`config.mk`:
```
export PLATFORM = sky130hd
export DESIGN_NAME = sm4_block_cipher_unit_flat
export DESIGN_NICKNAME = d
export VERILOG_FILES = /design/src/rtl/core/sm4_pkg.sv /design/src/rtl/core/sm4_if.sv /design/src/rtl/core/sm4_ram.sv /design/src/rtl/core/sm4_ctrl.sv /design/src/rtl/core/sm4_dp.sv /design/src/rtl/core/sm4_block_cipher_unit.sv /design/src/flat_wrapper.sv
export SDC_FILE = /design/constraint.sdc
export NUM_CORES = 2
export LEC_CHECK = 0
export ABC_AREA = 1
export ABC_CLOCK_PERIOD_IN_PS = 11550
export BUFFER_PORTS_ARGS = -buffer_cell sky130_fd_sc_hd__buf_2
export CAP_MARGIN = 30
export CORE_ASPECT_RATIO = 0.7
export CORE_MARGIN = 2
export CORE_UTILIZATION = 30
export CTS_CLUSTER_DIAMETER = 40
export CTS_CLUSTER_SIZE = 14
export DETAILED_ROUTE_END_ITERATION = 8
export HOLD_SLACK_MARGIN = 0.1
export PLACE_DENSITY = 0.58
export SYNTH_ARGS = -nofsm -noshare
export SYNTH_HDL_FRONTEND = slang
export SYNTH_SLANG_ARGS = --single-unit
```
`constraint.sdc`:
```
create_clock -name clk -period 11.55 [get_ports clk]
set_clock_uncertainty 0.1 [all_clocks]
set_input_delay 2.31 -clock clk [delete_from_list [all_inputs] [get_ports clk]]
set_output_delay 2.31 -clock clk [all_outputs]
set_load 0.01 [all_outputs]
```
`src/rtl/core/sm4_pkg.sv`:
```
// ----------------------------------------------------------------------------
// sm4_pkg
// Shared types, constants and round functions of the SM4 cipher unit.
// ----------------------------------------------------------------------------
`default_nettype none
package sm4_pkg;

  localparam int RoundCount = 32;
  localparam int RndW       = $clog2(RoundCount);

  // configuration register indexes
  localparam logic [1:0] CfgKeyHigh = 2'd0;
  localparam logic [1:0] CfgKeyLow  = 2'd1;
  localparam logic [1:0] CfgMode    = 2'd2;
  localparam int CfgIdxW  = 2;
  localparam int CfgDataW = 64;

  localparam logic [31:0] Fk0 = 32'ha3b1bac6;
  localparam logic [31:0] Fk1 = 32'h56aa3350;
  localparam logic [31:0] Fk2 = 32'h677d9197;
  localparam logic [31:0] Fk3 = 32'hb27022dc;

  typedef enum logic [1:0] {
    ST_IDLE,
    ST_KEYS,
    ST_ROUNDS,
    ST_OUT
  } sm4_state_t;

  // controller to datapath
  typedef struct packed {
    logic            key_load;   // load whitened key words
    logic            key_step;   // one key schedule step
    logic            blk_load;   // load input block
    logic            blk_step;   // one data round
    logic            out_load;   // capture result
    logic [RndW-1:0] rnd;        // round counter
  } sm4_cmd_t;

  function automatic logic [7:0] sbox(input logic [7:0] a);
    logic [7:0] t [256];
    t = '{
      8'hd6,8'h90,8'he9,8'hfe,8'hcc,8'he1,8'h3d,8'hb7,8'h16,8'hb6,8'h14,8'hc2,8'h28,8'hfb,8'h2c,8'h05,
      8'h2b,8'h67,8'h9a,8'h76,8'h2a,8'hbe,8'h04,8'hc3,8'haa,8'h44,8'h13,8'h26,8'h49,8'h86,8'h06,8'h99,
      8'h9c,8'h42,8'h50,8'hf4,8'h91,8'hef,8'h98,8'h7a,8'h33,8'h54,8'h0b,8'h43,8'hed,8'hcf,8'hac,8'h62,
      8'he4,8'hb3,8'h1c,8'ha9,8'hc9,8'h08,8'he8,8'h95,8'h80,8'hdf,8'h94,8'hfa,8'h75,8'h8f,8'h3f,8'ha6,
      8'h47,8'h07,8'ha7,8'hfc,8'hf3,8'h73,8'h17,8'hba,8'h83,8'h59,8'h3c,8'h19,8'he6,8'h85,8'h4f,8'ha8,
      8'h68,8'h6b,8'h81,8'hb2,8'h71,8'h64,8'hda,8'h8b,8'hf8,8'heb,8'h0f,8'h4b,8'h70,8'h56,8'h9d,8'h35,
      8'h1e,8'h24,8'h0e,8'h5e,8'h63,8'h58,8'hd1,8'ha2,8'h25,8'h22,8'h7c,8'h3b,8'h01,8'h21,8'h78,8'h87,
      8'hd4,8'h00,8'h46,8'h57,8'h9f,8'hd3,8'h27,8'h52,8'h4c,8'h36,8'h02,8'he7,8'ha0,8'hc4,8'hc8,8'h9e,
      8'hea,8'hbf,8'h8a,8'hd2,8'h40,8'hc7,8'h38,8'hb5,8'ha3,8'hf7,8'hf2,8'hce,8'hf9,8'h61,8'h15,8'ha1,
      8'he0,8'hae,8'h5d,8'ha4,8'h9b,8'h34,8'h1a,8'h55,8'had,8'h93,8'h32,8'h30,8'hf5,8'h8c,8'hb1,8'he3,
      8'h1d,8'hf6,8'he2,8'h2e,8'h82,8'h66,8'hca,8'h60,8'hc0,8'h29,8'h23,8'hab,8'h0d,8'h53,8'h4e,8'h6f,
      8'hd5,8'hdb,8'h37,8'h45,8'hde,8'hfd,8'h8e,8'h2f,8'h03,8'hff,8'h6a,8'h72,8'h6d,8'h6c,8'h5b,8'h51,
      8'h8d,8'h1b,8'haf,8'h92,8'hbb,8'hdd,8'hbc,8'h7f,8'h11,8'hd9,8'h5c,8'h41,8'h1f,8'h10,8'h5a,8'hd8,
      8'h0a,8'hc1,8'h31,8'h88,8'ha5,8'hcd,8'h7b,8'hbd,8'h2d,8'h74,8'hd0,8'h12,8'hb8,8'he5,8'hb4,8'hb0,
      8'h89,8'h69,8'h97,8'h4a,8'h0c,8'h96,8'h77,8'h7e,8'h65,8'hb9,8'hf1,8'h09,8'hc5,8'h6e,8'hc6,8'h84,
      8'h18,8'hf0,8'h7d,8'hec,8'h3a,8'hdc,8'h4d,8'h20,8'h79,8'hee,8'h5f,8'h3e,8'hd7,8'hcb,8'h39,8'h48
    };
    return t[a];
  endfunction

  function automatic logic [31:0] sub_word(input logic [31:0] x);
    return {sbox(x[31:24]), sbox(x[23:16]), sbox(x[15:8]), sbox(x[7:0])};
  endfunction

  function automatic logic [31:0] rotl(input logic [31:0] x, input int r);
    return (x << r) | (x >> (32 - r));
  endfunction

  // CK byte j of entry i is (4i+j)*7 mod 256
  function automatic logic [31:0] ck_word(input logic [RndW-1:0] i);
    logic [7:0] b0;
    b0 = {i, 2'b00} * 8'd7;
    return {b0, b0 + 8'd7, b0 + 8'd14, b0 + 8'd21};
  endfunction

endpackage
`default_nettype wire

```
`src/rtl/core/sm4_if.sv`:
```
// ----------------------------------------------------------------------------
// sm4_if
// Valid/ready channel carrying one 128-bit block as two 64-bit halves.
// ----------------------------------------------------------------------------
`default_nettype none
interface sm4_if;
  logic        valid;
  logic        ready;
  logic [63:0] high;
  logic [63:0] low;
  modport source (output valid, output high, output low, input ready);
  modport sink (input valid, input high, input low, output ready);
endinterface
`default_nettype wire

```
`src/rtl/core/sm4_ram.sv`:
```
// ----------------------------------------------------------------------------
// sm4_ram
// Generic single-port write, single-port read RAM with registered read.
// ----------------------------------------------------------------------------
`default_nettype none
module sm4_ram #(
  parameter int Width = 32,
  parameter int Depth = 32
) (
  input  wire logic                     clk,
  input  wire logic                     we,
  input  wire logic [$clog2(Depth)-1:0] waddr,
  input  wire logic [Width-1:0]         wdata,
  input  wire logic [$clog2(Depth)-1:0] raddr,
  output logic      [Width-1:0]         rdata
);
  logic [Width-1:0] mem [Depth];

  always_ff @(posedge clk) begin
    if (we) begin
      mem[waddr] <= wdata;
    end
    rdata <= mem[raddr];
  end
endmodule
`default_nettype wire

```
`src/rtl/core/sm4_ctrl.sv`:
```
// ----------------------------------------------------------------------------
// sm4_ctrl
// Sequencer: key schedule on stale keys, 32 data rounds, result hand-off.
// ----------------------------------------------------------------------------
`default_nettype none
module sm4_ctrl
  import sm4_pkg::*;
(
  input  wire logic     clk,
  input  wire logic     rst_n,
  input  wire logic     cfg_hit,
  input  wire logic     in_valid,
  output logic          in_ready,
  output logic          out_valid,
  input  wire logic     out_ready,
  output sm4_cmd_t      cmd
);
  sm4_state_t      state_r, state_nxt;
  logic [RndW-1:0] rnd_r, rnd_nxt;
  logic            keys_ok_r, keys_ok_nxt;
  logic            full_r, full_nxt;
  logic            last;

  assign last = (rnd_r == RndW'(RoundCount - 1));

  always_ff @(posedge clk) begin
    if (!rst_n) begin
      state_r   <= ST_IDLE;
      rnd_r     <= '0;
      keys_ok_r <= 1'b0;
      full_r    <= 1'b0;
    end else begin
      state_r   <= state_nxt;
      rnd_r     <= rnd_nxt;
      keys_ok_r <= keys_ok_nxt;
      full_r    <= full_nxt;
    end
  end

  // next state and commands
  always_comb begin
    state_nxt   = state_r;
    rnd_nxt     = rnd_r;
    keys_ok_nxt = keys_ok_r & ~cfg_hit;
    full_nxt    = full_r;
    cmd         = '0;
    cmd.rnd     = rnd_r;
    in_ready    = 1'b0;
    if (full_r && out_ready) begin
      full_nxt = 1'b0;
    end
    unique case (state_r)
      ST_IDLE: begin
        in_ready = 1'b1;
        if (in_valid) begin
          cmd.blk_load = 1'b1;
          rnd_nxt      = '0;
          if (keys_ok_r) begin
            state_nxt = ST_ROUNDS;
          end else begin
            cmd.key_load = 1'b1;
            state_nxt    = ST_KEYS;
          end
        end
      end
      ST_KEYS: begin
        cmd.key_step = 1'b1;
        rnd_nxt      = rnd_r + 1'b1;
        if (last) begin
          keys_ok_nxt = 1'b1;
          state_nxt   = ST_ROUNDS;
        end
      end
      ST_ROUNDS: begin
        cmd.blk_step = 1'b1;
        rnd_nxt      = rnd_r + 1'b1;
        if (last) begin
          state_nxt = ST_OUT;
        end
      end
      ST_OUT: begin
        // wait for the result register to drain
        if (!full_r || out_ready) begin
          cmd.out_load = 1'b1;
          full_nxt     = 1'b1;
          state_nxt    = ST_IDLE;
        end
      end
      default: state_nxt = ST_IDLE;
    endcase
  end

  assign out_valid = full_r;
endmodule
`default_nettype wire

```
`src/rtl/core/sm4_dp.sv`:
```
// ----------------------------------------------------------------------------
// sm4_dp
// Datapath: config registers, key schedule, round key RAM, round unit.
// ----------------------------------------------------------------------------
`default_nettype none
module sm4_dp
  import sm4_pkg::*;
(
  input  wire logic                clk,
  input  wire logic                rst_n,
  input  wire logic                cfg_we,
  input  wire logic [CfgIdxW-1:0]  cfg_idx,
  input  wire logic [CfgDataW-1:0] cfg_data,
  input  sm4_cmd_t                 cmd,
  input  wire logic [63:0]         blk_high,
  input  wire logic [63:0]         blk_low,
  output logic      [63:0]         res_high,
  output logic      [63:0]         res_low
);
  logic [63:0] key_high_r, key_low_r;
  logic        mode_r;
  logic [31:0] k_r [4];
  logic [31:0] w_r [4];
  logic [31:0] rk_new, rk_rd, rk_use, t_data, w_new;
  logic [RndW-1:0] raddr;
  logic        byp_r;

  // config registers, cleared on reset, held between writes
  always_ff @(posedge clk) begin
    if (!rst_n) begin
      key_high_r <= '0;
      key_low_r  <= '0;
      mode_r     <= 1'b0;
    end else if (cfg_we) begin
      unique case (cfg_idx)
        CfgKeyHigh: key_high_r <= cfg_data;
        CfgKeyLow:  key_low_r  <= cfg_data;
        CfgMode:    mode_r     <= cfg_data[0];
        default: ;
      endcase
    end
  end

  // key schedule step
  assign rk_new = k_r[0] ^ (sub_word(k_r[1] ^ k_r[2] ^ k_r[3] ^ ck_word(cmd.rnd)) ^
                  rotl(sub_word(k_r[1] ^ k_r[2] ^ k_r[3] ^ ck_word(cmd.rnd)), 13) ^
                  rotl(sub_word(k_r[1] ^ k_r[2] ^ k_r[3] ^ ck_word(cmd.rnd)), 23));

  always_ff @(posedge clk) begin
    if (cmd.key_load) begin
      k_r[0] <= key_high_r[63:32] ^ Fk0;
      k_r[1] <= key_high_r[31:0] ^ Fk1;
      k_r[2] <= key_low_r[63:32] ^ Fk2;
      k_r[3] <= key_low_r[31:0] ^ Fk3;
    end else if (cmd.key_step) begin
      k_r[0] <= k_r[1];
      k_r[1] <= k_r[2];
      k_r[2] <= k_r[3];
      k_r[3] <= rk_new;
    end
  end

  // last key step just done: its key sits in k_r[3], not yet readable
  always_ff @(posedge clk) begin
    if (!rst_n) begin
      byp_r <= 1'b0;
    end else begin
      byp_r <= cmd.key_step && (cmd.rnd == RndW'(RoundCount - 1));
    end
  end

  // read address leads the round by one (registered read)
  always_comb begin
    logic [RndW-1:0] nxt;
    nxt = cmd.blk_load ? '0 : cmd.rnd + 1'b1;
    raddr = mode_r ? ~nxt : nxt;
  end

  sm4_ram #(.Width(32), .Depth(RoundCount)) u_rk_ram (
    .clk   (clk),
    .we    (cmd.key_step),
    .waddr (cmd.rnd),
    .wdata (rk_new),
    .raddr (raddr),
    .rdata (rk_rd)
  );

  // decrypt starts with the key written on the same edge it was read
  assign rk_use = (byp_r && mode_r) ? k_r[3] : rk_rd;

  // data round
  always_comb begin
    logic [31:0] s;
    t_data = w_r[1] ^ w_r[2] ^ w_r[3] ^ rk_use;
    s      = sub_word(t_data);
    w_new  = w_r[0] ^ s ^ rotl(s, 2) ^ rotl(s, 10) ^ rotl(s, 18) ^ rotl(s, 24);
  end

  always_ff @(posedge clk) begin
    if (cmd.blk_load) begin
      w_r[0] <= blk_high[63:32];
      w_r[1] <= blk_high[31:0];
      w_r[2] <= blk_low[63:32];
      w_r[3] <= blk_low[31:0];
    end else if (cmd.blk_step) begin
      w_r[0] <= w_r[1];
      w_r[1] <= w_r[2];
      w_r[2] <= w_r[3];
      w_r[3] <= w_new;
    end
    if (cmd.out_load) begin
      res_high <= {w_r[3], w_r[2]};
      res_low  <= {w_r[1], w_r[0]};
    end
  end
endmodule
`default_nettype wire

```
`src/rtl/core/sm4_block_cipher_unit.sv`:
```
// ----------------------------------------------------------------------------
// sm4_block_cipher_unit
// SM4 128-bit block cipher with on-demand key schedule.
// ----------------------------------------------------------------------------
//  channel | direction | handshake      | payload
//  in      | sink      | in_valid/ready | in_block_high, in_block_low
//  out     | source    | out_valid/ready| out_result_high, out_result_low
//  cfg     | write     | cfg_we         | cfg_index, cfg_data
//
// A block passes through the accept state, the 32 data rounds and the result
// state; the first request after reset or a write to a known config index
// runs the key schedule before its rounds. Rate is set by the single shared
// round unit and the round-key RAM read port. Reset is synchronous and clears
// control and the config registers. A stalled result waits in the output
// register while the next block runs.
`default_nettype none
module sm4_block_cipher_unit
  import sm4_pkg::*;
(
  input  wire logic                clk,
  input  wire logic                rst_n,
  input  wire logic                cfg_we,
  input  wire logic [CfgIdxW-1:0]  cfg_index,
  input  wire logic [CfgDataW-1:0] cfg_data,
  sm4_if.sink                      in_blk,
  sm4_if.source                    out_res
);
  sm4_cmd_t cmd;
  logic     cfg_hit;

  // only known indexes mark keys stale
  assign cfg_hit = cfg_we && (cfg_index == CfgKeyHigh || cfg_index == CfgKeyLow ||
                              cfg_index == CfgMode);

  sm4_ctrl u_ctrl (
    .clk       (clk),
    .rst_n     (rst_n),
    .cfg_hit   (cfg_hit),
    .in_valid  (in_blk.valid),
    .in_ready  (in_blk.ready),
    .out_valid (out_res.valid),
    .out_ready (out_res.ready),
    .cmd       (cmd)
  );

  sm4_dp u_dp (
    .clk      (clk),
    .rst_n    (rst_n),
    .cfg_we   (cfg_we),
    .cfg_idx  (cfg_index),
    .cfg_data (cfg_data),
    .cmd      (cmd),
    .blk_high (in_blk.high),
    .blk_low  (in_blk.low),
    .res_high (out_res.high),
    .res_low  (out_res.low)
  );
endmodule
`default_nettype wire

```
`src/flat_wrapper.sv`:
```
// flat-port wrapper written by rule: the top's interface ports become plain ports
module sm4_block_cipher_unit_flat import sm4_pkg::*;
  (clk, rst_n, cfg_we, cfg_index, cfg_data, in_blk_valid, in_blk_high, in_blk_low, in_blk_ready, out_res_valid, out_res_high, out_res_low, out_res_ready);
  sm4_if in_blk_i ();
  sm4_if out_res_i ();
  input  wire logic clk;
  input  wire logic rst_n;
  input  wire logic cfg_we;
  input  wire logic [CfgIdxW-1:0] cfg_index;
  input  wire logic [CfgDataW-1:0] cfg_data;
  input wire logic [$bits(in_blk_i.valid)-1:0] in_blk_valid;
  input wire logic [$bits(in_blk_i.high)-1:0] in_blk_high;
  input wire logic [$bits(in_blk_i.low)-1:0] in_blk_low;
  output wire logic [$bits(in_blk_i.ready)-1:0] in_blk_ready;
  output wire logic [$bits(out_res_i.valid)-1:0] out_res_valid;
  output wire logic [$bits(out_res_i.high)-1:0] out_res_high;
  output wire logic [$bits(out_res_i.low)-1:0] out_res_low;
  input wire logic [$bits(out_res_i.ready)-1:0] out_res_ready;
  assign in_blk_i.valid = in_blk_valid;
  assign in_blk_i.high = in_blk_high;
  assign in_blk_i.low = in_blk_low;
  assign in_blk_ready = in_blk_i.ready;
  assign out_res_valid = out_res_i.valid;
  assign out_res_high = out_res_i.high;
  assign out_res_low = out_res_i.low;
  assign out_res_i.ready = out_res_ready;
  sm4_block_cipher_unit u_core (.clk(clk), .rst_n(rst_n), .cfg_we(cfg_we), .cfg_index(cfg_index), .cfg_data(cfg_data), .in_blk(in_blk_i), .out_res(out_res_i));
endmodule
```
==> impl_metrics.json <==
{
  "status": "completed",
  "firstDrtPassIters": 7,
  "finalCritPeriodShare_pct": 59.1,
  "htree_levels": 4,
  "relSlewSlack_pct": 25.8,
  "wl_per_cell_um": 26.3,
  "netlist_area_um2": 91300,
  "grt.overflow.total": 0,
  "crit_type": "flip-flop to flip-flop",
  "cap_violations": 0,
  "die_area_um2": 309000,
  "clock-root-buffer": "clkbuf_16",
  "syn_inst": 11100,
  "gp_congestion": 1.02,
  "setup_tns_ps": 0,
  "async_flop_share_pct": 0,
  "synth_cell_types": 60,
  "drc": 0,
  "cts_resized": 0,
  "postRouteAntennaNets": 0,
  "ys_seq_area_share_pct": 50.1,
  "holdCritPathClass": "flip-flop to flip-flop",
  "syn_to_final_growth_pct": 13.8,
  "drive_gt1_share_pct": 10.3,
  "insertion_delay_ps": 840,
  "end_kind": "flip-flop",
  "grt_usage_pct": 25.0,
  "synth_enable_flop_cells": 1408,
  "vias": 87100,
  "vias_per_cell": 5.67,
  "ios": 329,
  "fillers": 31700,
  "syn-mean-instance-area_um2": 8.21,
  "clk_pin_slew_ps": 60,
  "cts.sinks": 1579,
  "min_period_ps": 6830,
  "yosys_warnings": 0,
  "fp.dieW_um": 663,
  "coreArea_um2": 303000,
  "synth-seq-cells": 1579,
  "worst_pin_slew_ps": 1110,
  "cts_tree": "built",
  "grt_pass1_vias": 77300,
  "drtIter0Drc": 14400,
  "cts_made_buffers": 190,
  "drt-total-wl_mm": 405,
  "grt_pass1_wl_mm": 572,
  "synthFlopType": "edfxtp_1",
  "setup-violations-final": 0,
  "grt_max_degree": 175,
  "syn-num-nets": 11400,
  "worstPathArrival_ps": 7210,
  "antenna_found_initial": 56,
  "start_util_pct": 30.1,
  "cts_hold_buf": 0,
  "dieHeight_um": 466,
  "io_buffer_count": 328,
  "start_kind": "flip-flop",
  "cts_setup_buffers": 0,
  "hpwl_mm": 270,
  "rsz0062_at_grt": "no",
  "final_util_pct": 34.3,
  "hold_viol_final": 0,
  "required_ps": 11930,
  "rows": 169,
  "fmax_ghz": 0.146,
  "ctsLongestPathBuffers": 3,
  "finalMaxSlewViolations": 0,
  "critPathMaxFanout": 35,
  "fin_nets": 11500
}
cell usage in the layout, fill, tap and decap left out, drive strengths merged, types with 8 or more instances in the layout:
cell type / Yosys / routed
o21ai: 1165 / 1165
edfxtp: 1408 / 1408
a21oi: 264 / 264
a31oi: 77 / 77
nand2: 3103 / 3103
ha: 94 / 94
inv: 677 / 710
buf: 293 / 511
xnor2: 81 / 81
dfxtp: 171 / 171
o211ai: 213 / 213
nor3: 18 / 18
o22ai: 102 / 102
xor2: 93 / 93
clkinvlp: 0 / 17
clkinv: 7 / 74
nand3b: 20 / 20
and2: 16 / 16
diode: 0 / 30
o221ai: 209 / 209
nor2: 1055 / 1055
fa: 8 / 8
clkbuf: 367 / 218
bufinv: 0 / 20
or2: 12 / 12
nand3: 1570 / 1570
nand4: 46 / 46
critical path, cell delays in order, from the launching register on:
cell and delay, ps:
dfxtp_1 620, fa_1 510, ha_1 250, fa_1 790, xnor2_1 220, xor2_2 150, buf_4 400, clkinv_1 920
a21oi_1 360, o21ai_0 140, nand3_1 130, nand3_1 80, o21ai_1 330, nand2_1 120, nand2_1 130, inv_1 50
nand2_1 60, nand2_1 280, inv_1 800
through the flow:
step / instances / cell area, um^2 / hold WS [ps] / setup WS (ps)
floorplan: 11100 / 91300 / 320 / 2310
global placement: 15000 / 96800 / 332 / 4420
detailed placement: 15000 / 97000 / 336 / 4500
CTS: 15300 / 104000 / 345 / 4490
global route: 15400 / 104000 / 359 / 4470
finish: 15400 / 104000 / 342 / 4720
sequential cells by signal (all words and copies together) (netlist names):
name                        cells
u_core.u_dp.res_high           64
u_core.u_dp.byp_r               1
u_core.u_ctrl.keys_ok_r         1
u_core.u_dp.u_rk_ram.mem     1024
u_core.u_ctrl.state_r           2
u_core.u_ctrl.out_valid         1
u_core.u_dp.k_r               128
u_core.u_ctrl.rnd_r             5
u_core.u_dp.res_low            64
u_core.u_dp.u_rk_ram.rdata     32
u_core.u_dp.key_high_r         64
u_core.u_dp.key_low_r          64
u_core.u_dp.w_r               128
u_core.u_dp.mode_r              1
synthesized netlist by cell type (all sizes together), types with 171 or more instances:
library cell	count	area share [%]
nand3	1570	8.7
o221ai	209	2.0
dfxtp	171	3.8
buf	293	1.9
o211ai	213	1.8
nor2	1055	4.4
edfxtp	1408	46
nand2	3103	13
o21ai	1165	6.4
clkbuf	367	1.5
a21oi	264	1.5
inv	677	2.8
per-layer routing:
metal / track usage [%] / vias to the layer above / part of all wire (%)
met5: 0 / - / 0.0082
met4: 6.82 / 6 / 2.9
met3: 6.62 / 613 / 13
met2: 34.4 / 5417 / 41
met1: 37.8 / 42400 / 44
li1: - / 38600 / -
logic make-up after synthesis:
family / share of synthesized area [%]
AND/OR/NAND/NOR: 27.1
buffers and inverters: 6.25
multiplexers: 0.0905
AO/OA/AOI/OAI: 13.2
flip-flops: 50.1
adder cells (fa/ha/maj): 1.46
XOR/XNOR: 1.84
worst paths after layout:
| kind | cells past startpoint | to | start | slack [ps] |
|---|---|---|---|---|
| setup / recovery | 18 | u_core.u_dp.u_rk_ram.mem[16][7] | u_core.u_ctrl.rnd_r[2] | 4720 |
| hold / removal | 2 | u_core.u_dp.key_low_r[33] | u_core.u_dp.key_low_r[33] | 340 |
| setup reg to reg | 18 | u_core.u_dp.u_rk_ram.mem[16][7] | u_core.u_ctrl.rnd_r[2] | 4720 |
| hold reg to reg | 2 | u_core.u_dp.key_low_r[33] | u_core.u_dp.key_low_r[33] | 340 |
area by class of cell:
cell class                      instances  area [um^2]  area share (%)
Tap cell                             4018         5030            4.84
Inverter                              684         2590            2.50
Sequential cell                      1579        45700            44.0
Multi-Input combinational cell       8191        40500            39.0
Clock buffer                          218         4990            4.81
Antenna cell                           30         75.1          0.0723
Clock inverter                        137         1710            1.65
Timing Repair Buffer                  511         3240            3.12
Power is not shown: default switching activity piles up to over one toggle a cycle in this logic, so the estimate is an artifact.
